## src/rtl/core/hbrp_pkg.sv

```systemverilog
// hbrp_pkg: shared types, parse phase codes and status codes for the
// http byte range parser. No dependencies.

package hbrp_pkg;

   // largest legal byte position
   localparam logic [30:0] VALUE_MAX = 31'h7FFF_FFFF;

   // parse phases
   localparam logic [3:0] PH_LWS    = 4'd0;
   localparam logic [3:0] PH_UNIT   = 4'd1;
   localparam logic [3:0] PH_WS1    = 4'd2;
   localparam logic [3:0] PH_WS2    = 4'd3;
   localparam logic [3:0] PH_SDIG0  = 4'd4;
   localparam logic [3:0] PH_SDIGS  = 4'd5;
   localparam logic [3:0] PH_EFIRST = 4'd6;
   localparam logic [3:0] PH_EWS    = 4'd7;
   localparam logic [3:0] PH_EDIG0  = 4'd8;
   localparam logic [3:0] PH_EDIGS  = 4'd9;
   localparam logic [3:0] PH_DONE   = 4'd10;

   // result status codes
   localparam logic [2:0] ST_OK         = 3'd0;
   localparam logic [2:0] ST_BAD_UNIT   = 3'd1;
   localparam logic [2:0] ST_NO_EQUALS  = 3'd2;
   localparam logic [2:0] ST_BAD_START  = 3'd3;
   localparam logic [2:0] ST_NO_HYPHEN  = 3'd4;
   localparam logic [2:0] ST_BAD_END    = 3'd5;
   localparam logic [2:0] ST_START_GT   = 3'd6;
   localparam logic [2:0] ST_EXTRA      = 3'd7;

   // last index of the unit text
   localparam logic [2:0] UNIT_LAST = 3'd4;

   typedef struct packed {
      logic [7:0] ch;
      logic       terminator;
   } req_word_type;

   typedef struct packed {
      logic [2:0]  status;
      logic [30:0] range_start;
      logic [30:0] range_end;
      logic        has_end;
   } rsp_word_type;

   // characters of the unit "bytes"
   function automatic logic [7:0] unit_char(input logic [2:0] idx);
      logic [7:0] c;
      case (idx)
         3'd0:    c = 8'h62;
         3'd1:    c = 8'h79;
         3'd2:    c = 8'h74;
         3'd3:    c = 8'h65;
         3'd4:    c = 8'h73;
         default: c = 8'h00;
      endcase
      return c;
   endfunction

endpackage

```

## src/rtl/core/hbrp_core.sv

```systemverilog
// hbrp_core: parse state and one-character step of the range parser.
// Depends on hbrp_pkg.

module hbrp_core
   import hbrp_pkg::*;
(
   input  logic         clock,
   input  logic         reset,
   input  logic         step_en,
   input  req_word_type step_word,
   output rsp_word_type result
);

   logic [3:0]  phase_ff, phase_in;
   logic [2:0]  idx_ff, idx_in;
   logic [30:0] acc_ff, acc_in;
   logic        ovf_ff, ovf_in;
   logic        neg_ff, neg_in;
   logic [30:0] start_ff, start_in;
   logic [30:0] end_ff, end_in;
   logic        endp_ff, endp_in;
   logic [2:0]  err_ff, err_in;

   logic [7:0]  ch;
   logic        is_sp, is_dg, bad;
   logic [3:0]  eff_ph;
   logic [2:0]  eff_idx;
   logic [30:0] eff_acc, eff_start;
   logic        eff_ovf, eff_neg;
   logic [34:0] prod;
   logic        prod_ovf;

   assign ch    = step_word.ch;
   assign is_sp = (ch == 8'h20) || (ch >= 8'h09 && ch <= 8'h0D);
   assign is_dg = (ch >= 8'h30) && (ch <= 8'h39);

   // resolve the phases that hand the same character on to another phase
   always_comb begin
      eff_ph    = phase_ff;
      eff_idx   = idx_ff;
      eff_acc   = acc_ff;
      eff_ovf   = ovf_ff;
      eff_neg   = neg_ff;
      eff_start = start_ff;
      if (phase_ff == PH_LWS && !is_sp) begin
         eff_ph  = PH_UNIT;
         eff_idx = 3'd0;
      end
      // a lone minus on the start doubles as the hyphen
      if ((phase_ff == PH_SDIG0 && !is_dg && neg_ff) || phase_ff == PH_EFIRST) begin
         eff_ph    = PH_EWS;
         eff_start = (phase_ff == PH_SDIG0) ? 31'd0 : start_ff;
         eff_acc   = 31'd0;
         eff_ovf   = 1'b0;
         eff_neg   = 1'b0;
      end
      if (phase_ff == PH_WS2 && !is_sp) begin
         eff_acc = 31'd0;
         eff_ovf = 1'b0;
         eff_neg = 1'b0;
      end
   end

   // times ten plus digit
   assign prod     = {1'b0, eff_acc, 3'b000} + {3'b000, eff_acc, 1'b0} + {31'd0, ch[3:0]};
   assign prod_ovf = prod > {4'd0, VALUE_MAX};
   assign bad      = eff_ovf || (eff_neg && eff_acc != 31'd0);

   // next state and result
   always_comb begin
      phase_in = phase_ff;
      idx_in   = idx_ff;
      acc_in   = acc_ff;
      ovf_in   = ovf_ff;
      neg_in   = neg_ff;
      start_in = start_ff;
      end_in   = end_ff;
      endp_in  = endp_ff;
      err_in   = err_ff;
      result   = '0;
      if (step_en) begin
         if (phase_ff != PH_DONE) begin
            if (step_word.terminator || ch == 8'd0) begin
               // end of string: settle the status from the phase reached
               phase_in = PH_DONE;
               case (phase_ff)
                  PH_LWS, PH_UNIT: err_in = ST_BAD_UNIT;
                  PH_WS1:          err_in = ST_NO_EQUALS;
                  PH_WS2:          err_in = ST_NO_HYPHEN;
                  PH_SDIG0:        err_in = neg_ff ? ST_OK : ST_NO_HYPHEN;
                  PH_SDIGS: begin
                     if (ovf_ff || (neg_ff && acc_ff != 31'd0)) begin
                        err_in = ST_BAD_START;
                     end else begin
                        start_in = acc_ff;
                        err_in   = ST_NO_HYPHEN;
                     end
                  end
                  PH_EFIRST:       err_in = ST_OK;
                  PH_EWS, PH_EDIG0: begin
                     end_in  = 31'd0;
                     endp_in = 1'b1;
                     err_in  = (start_ff != 31'd0) ? ST_START_GT : ST_EXTRA;
                  end
                  PH_EDIGS: begin
                     if (ovf_ff || (neg_ff && acc_ff != 31'd0)) begin
                        err_in = ST_BAD_END;
                     end else begin
                        end_in  = acc_ff;
                        endp_in = 1'b1;
                        err_in  = (start_ff > acc_ff) ? ST_START_GT : ST_OK;
                     end
                  end
                  default: err_in = err_ff;
               endcase
            end else begin
               // take one character
               phase_in = eff_ph;
               idx_in   = eff_idx;
               acc_in   = eff_acc;
               ovf_in   = eff_ovf;
               neg_in   = eff_neg;
               start_in = eff_start;
               if (is_dg && !eff_ovf) begin
                  if (prod_ovf) begin
                     ovf_in = 1'b1;
                  end else begin
                     acc_in = prod[30:0];
                  end
               end
               case (eff_ph)
                  PH_LWS: begin
                     phase_in = PH_LWS;
                  end
                  PH_UNIT: begin
                     if (ch == unit_char(eff_idx)) begin
                        idx_in = eff_idx + 3'd1;
                        if (eff_idx == UNIT_LAST) begin
                           phase_in = PH_WS1;
                        end
                     end else begin
                        err_in   = ST_BAD_UNIT;
                        phase_in = PH_DONE;
                     end
                  end
                  PH_WS1: begin
                     if (ch == 8'h3D) begin
                        phase_in = PH_WS2;
                     end else if (!is_sp) begin
                        err_in   = ST_NO_EQUALS;
                        phase_in = PH_DONE;
                     end
                  end
                  PH_WS2: begin
                     if (is_sp) begin
                        phase_in = PH_WS2;
                     end else if (ch == 8'h2B) begin
                        phase_in = PH_SDIG0;
                     end else if (ch == 8'h2D) begin
                        neg_in   = 1'b1;
                        phase_in = PH_SDIG0;
                     end else if (is_dg) begin
                        phase_in = PH_SDIGS;
                     end else begin
                        err_in   = ST_NO_HYPHEN;
                        phase_in = PH_DONE;
                     end
                  end
                  PH_SDIG0: begin
                     if (is_dg) begin
                        phase_in = PH_SDIGS;
                     end else begin
                        err_in   = ST_NO_HYPHEN;
                        phase_in = PH_DONE;
                     end
                  end
                  PH_SDIGS: begin
                     if (!is_dg) begin
                        if (bad) begin
                           err_in   = ST_BAD_START;
                           phase_in = PH_DONE;
                        end else begin
                           start_in = eff_acc;
                           if (ch == 8'h2D) begin
                              phase_in = PH_EFIRST;
                           end else begin
                              err_in   = ST_NO_HYPHEN;
                              phase_in = PH_DONE;
                           end
                        end
                     end
                  end
                  PH_EWS: begin
                     if (is_sp) begin
                        phase_in = PH_EWS;
                     end else if (ch == 8'h2B) begin
                        phase_in = PH_EDIG0;
                     end else if (ch == 8'h2D) begin
                        neg_in   = 1'b1;
                        phase_in = PH_EDIG0;
                     end else if (is_dg) begin
                        phase_in = PH_EDIGS;
                     end else begin
                        end_in   = 31'd0;
                        endp_in  = 1'b1;
                        err_in   = (eff_start != 31'd0) ? ST_START_GT : ST_EXTRA;
                        phase_in = PH_DONE;
                     end
                  end
                  PH_EDIG0: begin
                     if (is_dg) begin
                        phase_in = PH_EDIGS;
                     end else begin
                        end_in   = 31'd0;
                        endp_in  = 1'b1;
                        err_in   = (eff_start != 31'd0) ? ST_START_GT : ST_EXTRA;
                        phase_in = PH_DONE;
                     end
                  end
                  PH_EDIGS: begin
                     if (!is_dg) begin
                        phase_in = PH_DONE;
                        if (bad) begin
                           err_in = ST_BAD_END;
                        end else begin
                           end_in  = eff_acc;
                           endp_in = 1'b1;
                           err_in  = (eff_start > eff_acc) ? ST_START_GT : ST_EXTRA;
                        end
                     end
                  end
                  default: phase_in = PH_DONE;
               endcase
            end
         end
         // terminator: emit the result and start a new header
         if (step_word.terminator) begin
            result.status      = err_in;
            result.range_start = start_in;
            result.range_end   = endp_in ? end_in : 31'd0;
            result.has_end     = endp_in;
            phase_in = PH_LWS;
            idx_in   = 3'd0;
            acc_in   = 31'd0;
            ovf_in   = 1'b0;
            neg_in   = 1'b0;
            start_in = 31'd0;
            end_in   = 31'd0;
            endp_in  = 1'b0;
            err_in   = ST_OK;
         end
      end
   end

   // parse state
   always_ff @(posedge clock) begin
      if (reset) begin
         phase_ff <= PH_LWS;
         idx_ff   <= 3'd0;
         acc_ff   <= 31'd0;
         ovf_ff   <= 1'b0;
         neg_ff   <= 1'b0;
         start_ff <= 31'd0;
         end_ff   <= 31'd0;
         endp_ff  <= 1'b0;
         err_ff   <= ST_OK;
      end else begin
         phase_ff <= phase_in;
         idx_ff   <= idx_in;
         acc_ff   <= acc_in;
         ovf_ff   <= ovf_in;
         neg_ff   <= neg_in;
         start_ff <= start_in;
         end_ff   <= end_in;
         endp_ff  <= endp_in;
         err_ff   <= err_in;
      end
   end

   // a terminator always returns the parser to the header start
   a_term_restart: assert property (@(posedge clock) disable iff (reset)
      step_en && step_word.terminator |=> phase_ff == PH_LWS && err_ff == ST_OK)
      else $error("parser did not restart after terminator");

   // an error code only stands once parsing is done
   a_err_done: assert property (@(posedge clock) disable iff (reset)
      err_ff != ST_OK |-> phase_ff == PH_DONE)
      else $error("error latched while still parsing");

   // the accumulator never exceeds the legal range and the phase is a legal code
   a_acc_range: assert property (@(posedge clock) disable iff (reset)
      acc_ff <= VALUE_MAX && (phase_ff <= PH_DONE))
      else $error("parser state out of range");

endmodule

```

## src/rtl/core/http_byte_range_parser.sv

```systemverilog
// http_byte_range_parser: top level; input register, parse core and result
// register with valid/stall handshakes. Depends on hbrp_pkg and hbrp_core.

// One header character is taken per word and the parser sustains one word
// per cycle while req_stall is low. A word is captured in the input
// register, the parse step (state update and the times-ten accumulate) runs
// from there, and the word carrying terminator loads the result register,
// from which its result is offered. Character words keep flowing while a
// result waits on rsp_stall; only a terminator word stalls behind an
// untaken result. Status codes: 0 ok, 1 unit not bytes, 2 no '=', 3 bad
// start, 4 no hyphen, 5 bad end, 6 start greater than end, 7 extra parts.

module http_byte_range_parser
   import hbrp_pkg::*;
(
   input  logic         clock,
   input  logic         reset,
   input  logic         req_valid,
   output logic         req_stall,
   input  req_word_type req_word,
   output logic         rsp_valid,
   input  logic         rsp_stall,
   output rsp_word_type rsp_word
);

   logic         in_valid_ff, in_valid_in;
   req_word_type in_word_ff;
   logic         out_valid_ff, out_valid_in;
   rsp_word_type out_word_ff;
   logic         out_free, step_en, load_out;
   rsp_word_type result;

   // step unless a terminator would overwrite a waiting result
   assign out_free  = !out_valid_ff || !rsp_stall;
   assign step_en   = in_valid_ff && (!in_word_ff.terminator || out_free);
   assign load_out  = step_en && in_word_ff.terminator;
   assign req_stall = in_valid_ff && !step_en;

   assign in_valid_in  = (req_valid && !req_stall) || (in_valid_ff && !step_en);
   assign out_valid_in = load_out || (out_valid_ff && rsp_stall);

   hbrp_core u_core (
      .clock     (clock),
      .reset     (reset),
      .step_en   (step_en),
      .step_word (in_word_ff),
      .result    (result)
   );

   // handshake state
   always_ff @(posedge clock) begin
      if (reset) begin
         in_valid_ff  <= 1'b0;
         out_valid_ff <= 1'b0;
      end else begin
         in_valid_ff  <= in_valid_in;
         out_valid_ff <= out_valid_in;
      end
   end

   // payload registers
   always_ff @(posedge clock) begin
      if (req_valid && !req_stall) begin
         in_word_ff <= req_word;
      end
      if (load_out) begin
         out_word_ff <= result;
      end
   end

   assign rsp_valid = out_valid_ff;
   assign rsp_word  = out_word_ff;

   // stall only comes from a held input word
   a_stall_src: assert property (@(posedge clock) disable iff (reset)
      req_stall |-> in_valid_ff && in_word_ff.terminator && out_valid_ff)
      else $error("input stalled without a blocked terminator");

   // no end value without has_end
   a_end_zero: assert property (@(posedge clock) disable iff (reset)
      rsp_valid && !rsp_word.has_end |-> rsp_word.range_end == 31'd0)
      else $error("range_end set without has_end");

   // an ok result with an end is ordered
   a_ok_order: assert property (@(posedge clock) disable iff (reset)
      rsp_valid && rsp_word.status == ST_OK && rsp_word.has_end
         |-> rsp_word.range_start <= rsp_word.range_end)
      else $error("ok result with start above end");

   // start above end always reports an end value
   a_gt_has_end: assert property (@(posedge clock) disable iff (reset)
      rsp_valid && rsp_word.status == ST_START_GT |-> rsp_word.has_end)
      else $error("start above end without end value");

endmodule
```

## config.mk

```make
export PLATFORM = sky130hd
export DESIGN_NAME = http_byte_range_parser
export DESIGN_NICKNAME = d
export VERILOG_FILES = /design/src/rtl/core/hbrp_pkg.sv /design/src/rtl/core/hbrp_core.sv /design/src/rtl/core/http_byte_range_parser.sv
export SDC_FILE = /design/constraint.sdc
export NUM_CORES = 1
export LEC_CHECK = 0
export BUFFER_PORTS_ARGS = -buffer_cell sky130_fd_sc_hd__buf_2
export CAP_MARGIN = 15
export CORE_ASPECT_RATIO = 1.5
export CORE_MARGIN = 4
export CORE_UTILIZATION = 57
export DETAILED_ROUTE_END_ITERATION = 16
export PLACE_DENSITY = 0.84
export SYNTH_ARGS = -nofsm -noshare
export SYNTH_HDL_FRONTEND = slang
export SYNTH_SLANG_ARGS = --single-unit
export TNS_END_PERCENT = 100
```

## constraint.sdc

```tcl
create_clock -name clock -period 5.2 [get_ports clock]
set_clock_uncertainty 0.05 [all_clocks]
set_input_delay 1.04 -clock clock [delete_from_list [all_inputs] [get_ports clock]]
set_output_delay 1.04 -clock clock [all_outputs]
set_load 0.05 [all_outputs]
```

==> impl_metrics.py <==
metrics = {
    "critical_path": {
        "crit_family": "simple AND/OR/NAND/NOR gates",
        "cp_num_buf_inv": 5,
        "crit_end": "u_core.acc_ff[9]",
        "start_kind": "register",
        "r2r_end": "u_core.acc_ff[9]",
        "cp-startpoint": "in_word_ff[2]",
        "cp_common_cell": "buf_12",
        "cp.required_ps": 5550,
        "worst_ep_arrival_time_ps": 5490,
        "worst-path-stages": 21,
        "path_max_fanout": 8,
        "worstPathCellList": "or4_4 > nor2_4 > nor3_4 > nor2_4 > buf_12 > buf_12 > nand2_1 > inv_1 > ha_1 > ha_1 > nand2_1 > o21ai_0 > nand3_1 > nor4_1 > a311oi_1 > o311a_1 > a2111oi_4 > buf_6 > buf_12 > mux2i_2 > a22o_1",
        "rr_worst_depth": 21,
        "worstReg2RegStart": "in_word_ff[2]",
        "r2r_setup_slack_ps": 60,
        "cp-end-kind": "register",
        "slowest_delay_ps": 580,
        "crit_slowest_cell": "or4_4",
        "path_class": "reg2reg",
    },
    "route": {
        "drc": 0,
        "first_iter_violations": 2010,
        "finalWirelength_mm": 50.1,
        "wl_per_cell_um": 24.0,
        "viasPerCell": 6.91,
        "route.met2.wl_mm": 23.6,
        "first_pass_iters": 5,
        "dr_total_vias": 14400,
        "met3_length_mm": 5.06,
        "drtAntennaViolNets": 0,
        "highest_layer": "met4",
        "wl_met1_mm": 17.3,
    },
    "yosys": {
        "synth_area_um2": 13600,
        "yosysSeqAreaShare": 0.324,
        "synth_cell_types": 84,
        "ys_warn_count": 0,
        "synth.avg_cell_area_um2": 8.38,
        "ys_ff_latch": 183,
        "async_reset_ff_frac": 0,
        "synth_edf_count": 75,
        "syn_nets": 1769,
        "synthFlopType": "dfxtp_1",
        "netlist_instances": 1626,
    },
    "finish": {
        "final_nets": 1900,
        "utilization": 0.671,
        "syn_to_final_growth_pct": 16.5,
        "regArea_um2": 4410,
        "antenna_cells": 0,
        "multiInputGateArea_um2": 8760,
        "fin_area_um2": 15900,
        "fin_cells": 2089,
        "mostFrequentLayoutCell": "nor2_1",
        "drive_above_1_share": 0.202,
        "final_cell_mix": "nor2_1, nor3_1, buf_4",
        "nFillCells": 1972,
    },
    "power_and_ir_drop": {
        "switching_share": 0.292,
        "p_leak_nw": 7.09,
        "p_int_w": 0.00226,
        "p_seq_frac": 0.480,
        "pwr-share-comb": 0.119,
        "p_per_area_nw_per_um2": 201,
        "ir_worst_vdd_uv": 215,
        "p_clk_frac": 0.401,
        "p_switching_w": 0.000932,
    },
    "timing": {
        "maxSlewHeadroom": 0.283,
        "period_needed_ps": 5140,
        "hold_violations": 0,
        "tightest_slew_ps": 1070,
        "max_freq_mhz": 195,
        "drv_slew": 0,
        "whs_ps": 442,
        "finalSetupViolCount": 0,
        "finalWorstSetupSlack_ps": 64.4,
        "period_share": 0.988,
    },
    "cts": {
        "cts-htree-levels": 4,
        "clkSlewWorstSetupHoldPaths_ps": 80,
        "cts.sinks": 183,
        "cts-root-buf": "clkbuf_16",
        "cts_buffers": 17,
        "clk_path_buf_depth": 2,
        "cts_tree": "yes",
        "clock_latency_ps": 460,
        "cts_hold_buf": 0,
    },
    "placement": {
        "portBuffers": 80,
        "dp.cells": 2036,
        "placed_cell_area_um2": 14900,
        "dpl_worst_slack_ps": -210,
        "hpwlAfterDp_mm": 37.0,
        "gp_congestion": 1.04,
    },
    "global_route": {
        "grt_antenna_before_repair": 0,
        "grt_pass1_vias": 13600,
        "grt_max_degree": 74,
        "grt_use_total": 0.364,
        "grt_pass1_wl_mm": 75.5,
        "grt-ovfl-total": 0,
    },
    "floorplan": {
        "io_pins": 81,
        "fp.dieArea_um2": 26500,
        "dieWidth_um": 134,
        "rows": 69,
        "initial_utilization": 0.576,
        "die_h_um": 197,
        "core_area_um2": 23700,
    },
    "outcome": {
        "outcome": "finished, final reports clean",
    },
    "flow_run": {
        "drv_cap": 0,
    },
    "hold_path": {
        "worstHoldPathCells": 1,
        "hold_path.class": "reg2reg",
    },
}
-- worst min path at each step --
stage                      startpoint                 to
finish               u_core.idx_ff[0]   u_core.idx_ff[0]
floorplan            u_core.idx_ff[1]   u_core.idx_ff[1]
global placement    u_core.end_ff[12]  u_core.end_ff[12]
CTS                  u_core.end_ff[5]   u_core.end_ff[5]
detailed placement   u_core.end_ff[5]   u_core.end_ff[5]
global route         u_core.end_ff[1]   u_core.end_ff[1]
-- layout make-up --
type,count,area share
multi-input combinational,1264,0.552
sequential,183,0.278
timing repair buffer,210,0.0906
clock buffer,17,0.0268
tap,319,0.0251
inverter,81,0.0194
clock inverter,15,0.00843
-- metal layers --
layer  track usage  up-vias
met2         0.612      968
met4         0.231        0
met1         0.417     6786
li1              -     6389
met3        0.0815      299
met5             0        -
-- power groups by stage --
stage	sequential (W)	combinational, W	clock [W]
6_report	0.00153	0.000381	0.00128
5_1_grt	0.00153	0.000401	0.00133
4_1_cts	0.00153	0.000361	0.00127
3_5_place_dp	0.00156	0.000357	0
3_3_place_gp	0.00156	0.000353	0
2_1_floorplan	0.00160	0.000201	0
-- cell usage after synthesis, types with 6 or more instances --
library cell  instances  area (um2)
a211oi_1             13        97.6
a21o_1               32         240
a21oi_1             116         581
a221oi_1             17         149
a22o_1               45         394
a22oi_1              22         165
a31oi_1               8        50.1
a32oi_1               6        52.6
and2_1               12        75.1
and3_1                6        37.5
clkbuf_1             87         327
dfxtp_1             108        2160
edfxtp_1             75        2250
ha_1                128        1600
inv_1                78         293
mux2i_1               8        80.1
nand2_1             125         469
nand2b_1             10        62.6
nand3_1              18        90.1
nand4_1              20         125
nor2_1              165         619
nor2b_1              43         269
nor3_1              132         661
nor4_1               21         131
o211ai_1             11        82.6
o21a_1                8        60.1
o21ai_0              75         375
o21ai_1               6        30.0
o221a_2              30         338
o22a_1               31         272
o2bb2ai_1            14         123
o31a_1                6        52.6
o31ai_1              17         128
or3_1                 6        37.5
or4_1                 6        45.0
xnor2_1              18         158
xor2_1               10        87.6
-- metrics by stage --
step / power, W / setup TNS (ps)
global placement: 0.00192 / -955
finish: 0.00319 / 0
CTS: 0.00316 / 0
floorplan: 0.00180 / 0
global route: 0.00327 / -3690
detailed placement: 0.00192 / -4530
-- kinds of logic after synthesis --
logic type / count (synthesis) / synth area share
buf+inv: 180 / 0.0533
compound gates: 501 / 0.265
flops: 183 / 0.324
fa+ha+maj: 130 / 0.120
xor+xnor: 28 / 0.0180
mux: 10 / 0.00753
simple gates: 594 / 0.211
-- registers in the layout, summed over array words and instances (netlist names) --
| register | count |
|---|---|
| rsp_valid | 1 |
| u_core.end_ff | 31 |
| in_word_ff | 9 |
| u_core.ovf_ff | 1 |
| u_core.err_ff | 3 |
| u_core.phase_ff | 4 |
| u_core.start_ff | 31 |
| u_core.acc_ff | 31 |
| u_core.idx_ff | 3 |
| u_core.endp_ff | 1 |
| in_valid_ff | 1 |
| rsp_word | 66 |
| u_core.neg_ff | 1 |
-- what timing repair did --
action	in CTS	in global routing
setup buffers	0	19
endpoints found under the setup margin	29	32
hold endpoints to repair	0	0
gates resized for setup	5	57
pin swaps	3	26
cloned	1	0
Power figures use the tool's default switching activity.
